**config.mk**
```make
export PLATFORM = sky130hd
export DESIGN_NAME = chfp_useq
export DESIGN_NICKNAME = d
export VERILOG_FILES = /design/src/design/chfp_pkg.sv /design/src/design/chfp_useq.sv
export SDC_FILE = /design/constraint.sdc
export NUM_CORES = 1
export LEC_CHECK = 0
export ABC_AREA = 1
export BUFFER_PORTS_ARGS = -buffer_cell sky130_fd_sc_hd__buf_2
export CORE_MARGIN = 4
export CORE_UTILIZATION = 41
export CTS_CLUSTER_SIZE = 40
export DETAILED_ROUTE_END_ITERATION = 8
export GPL_TIMING_DRIVEN = 1
export PLACE_DENSITY = 0.69
export SLEW_MARGIN = 10
export SYNTH_ARGS = -nofsm -noshare
export SYNTH_HDL_FRONTEND = slang
export SYNTH_SLANG_ARGS = --single-unit
```
**constraint.sdc**
```tcl
create_clock -name clock -period 2.8 [get_ports clock]
set_input_delay 0.14 -clock clock [delete_from_list [all_inputs] [get_ports clock]]
set_output_delay 0.14 -clock clock [all_outputs]
set_load 0.02 [all_outputs]
```
**src/design/chfp_pkg.sv**
```systemverilog
// ---------------------------------------------------------------------------
// Cached free handle pool package
// Shared types, constants and the control store of the handle pool
// sequencer.
// ---------------------------------------------------------------------------
package chfp_pkg;

   // Fixed field widths of the request and response beats.
   localparam int HANDLE_WIDTH = 16;
   localparam int CFG_W        = 6;
   localparam int REQ_USER_W   = 3;
   localparam int RSP_USER_W   = 2;

   // Defaults for the top-level parameters.
   localparam int NUM_CLIENTS_DEF = 4;
   localparam int CACHE_DEPTH_DEF = 64;
   localparam int POOL_DEPTH_DEF  = 256;

   // Reset value of the transfer size register.
   localparam logic [CFG_W-1:0] XFER_SIZE_RESET = 6'd8;

   // Response status codes.
   typedef enum logic [1:0] {
      ST_OK    = 2'd0,
      ST_EMPTY = 2'd1,
      ST_FULL  = 2'd2,
      ST_NULL  = 2'd3
   } status_type;

   // Sequencer steps.
   typedef enum logic [3:0] {
      S_IDLE,
      S_DISPATCH,
      S_A_CHECK,
      S_A_FILL,
      S_A_TEST,
      S_A_POP,
      S_A_GRANT,
      S_A_EMPTY,
      S_F_NULL_CHK,
      S_F_FULL_CHK,
      S_F_PREP,
      S_F_FLUSH,
      S_F_PUSH,
      S_F_NULL,
      S_F_FULL,
      S_F_DONE
   } step_type;

   // Branch conditions a control word can test.
   typedef enum logic [3:0] {
      C_ALWAYS,
      C_ACCEPT,
      C_FREE,
      C_N_NONZERO,
      C_FILL_GO,
      C_N_ZERO,
      C_OUT_FREE,
      C_H_ZERO,
      C_REFUSE,
      C_FLUSH,
      C_FLUSH_GO
   } cond_type;

   // Datapath operations.
   typedef enum logic [2:0] {
      ACT_NONE,
      ACT_CLR_I,
      ACT_REFILL,
      ACT_FLUSH,
      ACT_POP,
      ACT_PUSH
   } act_type;

   // One control word: branch when cond holds to jump, else to next.
   typedef struct packed {
      cond_type   cond;
      step_type   jump;
      step_type   next;
      act_type    act;
      logic       emit;
      status_type status;
      logic       use_rd;
   } ucode_type;

   // Datapath status seen by the sequencer.
   typedef struct packed {
      logic is_free;
      logic n_zero;
      logic fill_go;
      logic h_zero;
      logic refuse;
      logic flush;
      logic flush_go;
   } dp_flags_type;

   // Sequencer outputs to the datapath and the response stage.
   typedef struct packed {
      act_type    act;
      logic       emit;
      status_type status;
      logic       use_rd;
      logic       idle;
   } seq_ctl_type;

   // Control store.
   function automatic ucode_type ucode_rom(step_type step);
      ucode_type w;
      case (step)
         S_IDLE:       w = '{C_ACCEPT,    S_DISPATCH, S_IDLE,       ACT_NONE,   1'b0, ST_OK, 1'b0};
         S_DISPATCH:   w = '{C_FREE,      S_F_NULL_CHK, S_A_CHECK,  ACT_NONE,   1'b0, ST_OK, 1'b0};
         S_A_CHECK:    w = '{C_N_NONZERO, S_A_POP,    S_A_FILL,     ACT_CLR_I,  1'b0, ST_OK, 1'b0};
         S_A_FILL:     w = '{C_FILL_GO,   S_A_FILL,   S_A_TEST,     ACT_REFILL, 1'b0, ST_OK, 1'b0};
         S_A_TEST:     w = '{C_N_ZERO,    S_A_EMPTY,  S_A_POP,      ACT_NONE,   1'b0, ST_OK, 1'b0};
         S_A_POP:      w = '{C_ALWAYS,    S_A_GRANT,  S_A_GRANT,    ACT_POP,    1'b0, ST_OK, 1'b0};
         S_A_GRANT:    w = '{C_OUT_FREE,  S_IDLE,     S_A_GRANT,    ACT_NONE,   1'b1, ST_OK, 1'b1};
         S_A_EMPTY:    w = '{C_OUT_FREE,  S_IDLE,     S_A_EMPTY,    ACT_NONE,   1'b1, ST_EMPTY, 1'b0};
         S_F_NULL_CHK: w = '{C_H_ZERO,    S_F_NULL,   S_F_FULL_CHK, ACT_NONE,   1'b0, ST_OK, 1'b0};
         S_F_FULL_CHK: w = '{C_REFUSE,    S_F_FULL,   S_F_PREP,     ACT_NONE,   1'b0, ST_OK, 1'b0};
         S_F_PREP:     w = '{C_FLUSH,     S_F_FLUSH,  S_F_PUSH,     ACT_CLR_I,  1'b0, ST_OK, 1'b0};
         S_F_FLUSH:    w = '{C_FLUSH_GO,  S_F_FLUSH,  S_F_PUSH,     ACT_FLUSH,  1'b0, ST_OK, 1'b0};
         S_F_PUSH:     w = '{C_ALWAYS,    S_F_DONE,   S_F_DONE,     ACT_PUSH,   1'b0, ST_OK, 1'b0};
         S_F_NULL:     w = '{C_OUT_FREE,  S_IDLE,     S_F_NULL,     ACT_NONE,   1'b1, ST_NULL, 1'b0};
         S_F_FULL:     w = '{C_OUT_FREE,  S_IDLE,     S_F_FULL,     ACT_NONE,   1'b1, ST_FULL, 1'b0};
         S_F_DONE:     w = '{C_OUT_FREE,  S_IDLE,     S_F_DONE,     ACT_NONE,   1'b1, ST_OK, 1'b0};
         default:      w = '{C_ALWAYS,    S_IDLE,     S_IDLE,       ACT_NONE,   1'b0, ST_OK, 1'b0};
      endcase
      return w;
   endfunction

endpackage

```
**src/design/chfp_useq.sv**
```systemverilog
// ---------------------------------------------------------------------------
// Handle pool sequencer
// Step counter over the control store with two-way conditional branches.
// ---------------------------------------------------------------------------
module chfp_useq (
   input  logic                  clock,
   input  logic                  reset,
   input  logic                  accept,
   input  logic                  out_free,
   input  chfp_pkg::dp_flags_type flags,
   output chfp_pkg::seq_ctl_type ctl
);

   chfp_pkg::step_type  step_ff;
   chfp_pkg::step_type  step_in;
   chfp_pkg::ucode_type word;
   logic                taken;

   // Step register.
   always_ff @(posedge clock) begin
      if (reset) begin
         step_ff <= chfp_pkg::S_IDLE;
      end else begin
         step_ff <= step_in;
      end
   end

   // Fetch the control word, test its condition and pick the next step.
   always_comb begin
      word = chfp_pkg::ucode_rom(step_ff);
      case (word.cond)
         chfp_pkg::C_ALWAYS:    taken = 1'b1;
         chfp_pkg::C_ACCEPT:    taken = accept;
         chfp_pkg::C_FREE:      taken = flags.is_free;
         chfp_pkg::C_N_NONZERO: taken = !flags.n_zero;
         chfp_pkg::C_FILL_GO:   taken = flags.fill_go;
         chfp_pkg::C_N_ZERO:    taken = flags.n_zero;
         chfp_pkg::C_OUT_FREE:  taken = out_free;
         chfp_pkg::C_H_ZERO:    taken = flags.h_zero;
         chfp_pkg::C_REFUSE:    taken = flags.refuse;
         chfp_pkg::C_FLUSH:     taken = flags.flush;
         chfp_pkg::C_FLUSH_GO:  taken = flags.flush_go;
         default:               taken = 1'b0;
      endcase
      step_in    = taken ? word.jump : word.next;
      ctl.act    = word.act;
      ctl.emit   = word.emit;
      ctl.status = word.status;
      ctl.use_rd = word.use_rd;
      ctl.idle   = (step_ff == chfp_pkg::S_IDLE);
   end

   // An emitting step only leaves when the response register can take it.
   a_emit_hold: assert property (@(posedge clock) disable iff (reset)
      (ctl.emit && !out_free) |=> (step_ff == $past(step_ff)))
      else $error("emit step left while response register was busy");

   // A beat is only taken from the idle step, and it always starts work.
   a_accept_start: assert property (@(posedge clock) disable iff (reset)
      (ctl.idle && accept) |=> (step_ff == chfp_pkg::S_DISPATCH))
      else $error("accepted beat did not start the sequence");

   // Every emitting step returns to idle once it fires.
   a_emit_idle: assert property (@(posedge clock) disable iff (reset)
      (ctl.emit && out_free) |=> (step_ff == chfp_pkg::S_IDLE))
      else $error("sequence did not end after its response");

endmodule

```
==> impl_metrics.csv <==
group,metric,value,unit
outcome,outcome,"finished clean",
place,port_buffers,18,
clock_tree,cts_buffers,3,
timing,slew_violations,0,
routing,post-route-drc-count,0,
synthesis,synth_edf_count,0,
grt,antenna_found_initial,0,
synthesis,yosys.area.top_type,"dfxtp_1",
setup_path,critPathTopFamily,"simple AND/OR/NAND/NOR gates",
setup_path,rr_startpoint,"word[15]",
floorplan,die_h,61.8,um
job,cap_violations,0,
setup_path,cpMostUsedCell,"nand2_1",
setup_path,cp_data_arrival_time,2.27,ns
timing,worstMarginPinSlew,0.295,ns
synthesis,syn_area,0.00119,sq mm
cells_and_area,post-route-util,46.0,%
routing,num_vias,982,
synthesis,synth-main-ff-cell,"dfxtp_1",
grt,grt_usage,13.6,%
setup_path,critPathSlowestCell,"dfxtp_1",
floorplan,core_area,0.00276,sq mm
timing,fin_crit,2.07,ns
synthesis,synth_common_cells,"nand2_1 (53), dfxtp_1 (23), inv_1 (20)",
synthesis,yosysWarnings,0,
cells_and_area,area_delta_synth_final,6.86,%
setup_path,crit_type,"reg -> reg",
synthesis,ys_seq_area_share,38.8,%
timing,max_freq,483,MHz
timing,fin_skew,0.0120,ns
routing,viasPerCell,4.77,
grt,use_met2,23.0,%
setup_path,r2r_setup_slack,0.73,ns
setup_path,rr_worst_depth,14,
synthesis,synth_cell_types,25,
routing,dr.first_iter.drc_count,50,
setup_path,cp-endpoint,"word[13]",
synthesis,yosysTopAreaCellShare,38.8,%
cells_and_area,diodes,0,
timing,finalSetupTns,0,ns
routing,ant_nets,0,
floorplan,ios,19,
routing,routed_wl,2.36,mm
setup_path,cp_cell_sequence,"inv_2 -> nand3_1 -> nand2_1 -> nand2_1 -> nand3_2 -> nand2_2 -> nand2_4 -> nand2_1 -> nand3_2 -> ha_1 -> inv_1 -> nor2_2 -> o21ai_1 -> nand2_1",
cells_and_area,drive_gt1_share,23.4,%
floorplan,die_x,61.8,um
clock_tree,post_cts_buffers,0,
clock_tree,ctsResizeCount,0,
setup_path,cpPeakStageDelay,0.45,ns
grt,use_met3,2.48,%
grt,grt_pass1_vias,909,
cells_and_area,nNetsFinal,190,
synthesis,syn-num-nets,176,
floorplan,num_rows,19,
clock_tree,insertion_delay,0.31,ns
setup_path,cp-startpoint,"word[15]",
grt,grt_overflow,0,
clock_tree,path_clk_slew,0.13,ns
setup_path,path_max_fanout,9,
setup_path,reg2reg_to,"word[13]",
setup_path,critical_path_buf_inv_count,2,
synthesis,yosysMostFrequentCell,"nand2_1",
timing,max_slew_margin,80.3,%
clock_tree,ctsHoldBuffers,0,
setup_path,cp.required,3.00,ns
timing,setup_viol,0,
grt,top_usage_layer,"met2",
synthesis,async_flop_share,0,%
setup_path,critPathLaunchType,"flip-flop",
place,place_congestion,0.855,
grt,grt_max_degree,14,
cells_and_area,fill_cells,288,
setup_path,cp_num_cells,14,
setup_path,end_kind,"flip-flop",
synthesis,avgSynthCellArea,7.32,sq um
timing,finalCritPeriodShare,73.9,%
routing,first_pass_iters,4,
synthesis,syn_inst,162,
clock_tree,cts.sink_count,23,
synthesis,synth_area_leaders,"dfxtp_1 (39%), nand2_1 (17%), inv_1 (6.3%), nand3_1 (5.5%), buf_4 (4.4%)",
clock_tree,cts_buffer_depth,2,
clock_tree,cts_tree,"yes",
grt,grt_first_pass_wirelength,3.83,mm
place,dp_hpwl,1.85,mm
routing,wl_per_cell,11.5,um
synthesis,ys_seq_elements,23,
clock_tree,htree_levels,1,
timing,rsz0062_at_grt,"false",
floorplan,die-area,0.00382,sq mm
timing,finalHoldViolCount,0,
clock_tree,cts-root-buf,"clkbuf_4",
floorplan,start_util,43.0,%
hold_path,holdCritPathClass,"in -> reg",
grt,use_met1,17.3,%
-- placed cells by master (no fill, tap or decap), types with 2 or more instances in the layout --
| master | n |
|---|---|
| nand2_1 | 53 |
| dfxtp_1 | 23 |
| inv_1 | 20 |
| buf_2 | 18 |
| nand3_1 | 13 |
| nor2_1 | 8 |
| inv_2 | 5 |
| nand3_2 | 3 |
| nand3b_1 | 3 |
| nor2_2 | 3 |
| a21oi_1 | 3 |
| ha_1 | 3 |
| clkbuf_4 | 3 |
| nand2_2 | 2 |
| nand2_4 | 2 |
| nand3_4 | 2 |
| o21ai_1 | 2 |
-- kinds of logic (layout without fill, tap and decap cells) --
| group | after synthesis | in the layout | synth area share [%] |
|---|---|---|---|
| flops | 23 | 23 | 38.8 |
| compound gates | 9 | 9 | 4.64 |
| buf+inv | 34 | 47 | 14.2 |
| simple gates | 93 | 93 | 39.1 |
| fa+ha+maj | 3 | 3 | 3.16 |
-- sequential cells by signal, summed over array words and instances, names as in the netlist --
signal	flops
word	19
step_ff	4
-- layer usage --
layer / routed length [um] / vias to the layer above
met5: 0 / -
met4: 29 / 0
met3: 154 / 4
met2: 1120 / 33
met1: 1050 / 429
li1: - / 516
-- layout make-up --
cell class | count | area (sq um) | area share (%)
Tap cell | 31 | 38.8 | 3.06
Timing Repair Buffer | 18 | 90.1 | 7.11
Clock buffer | 3 | 22.5 | 1.78
Multi-Input combinational cell | 105 | 557 | 43.9
Inverter | 25 | 93.8 | 7.40
Sequential cell | 23 | 460 | 36.3
Clock inverter | 1 | 5.00 | 0.395
-- how the worst min path moves through the flow --
stage                from          to  slack, ns  cells after the start
floorplan           reset  step_ff[1]       0.21                      1
CTS                 reset  step_ff[1]       0.02                      2
global route        reset  step_ff[1]       0.02                      2
detailed placement  reset  step_ff[1]       0.34                      2
finish              reset  step_ff[1]       0.02                      2
global placement    reset  step_ff[1]       0.35                      2
-- metrics by stage --
stage | worst slack [ns] | hold slack, ns | instances | cell area [sq um]
final | 0.730 | 0.0249 | 206 | 1270
after global routing | 0.457 | 0.0246 | 206 | 1270
after CTS | 0.721 | 0.0188 | 206 | 1270
after detailed placement | 0.756 | 0.345 | 202 | 1240
after global placement | 0.827 | 0.351 | 202 | 1240
after floorplan | 1.09 | 0.212 | 162 | 1190
Power is not shown: default switching activity piles up to over one toggle a cycle in this logic, so the estimate is an artifact.
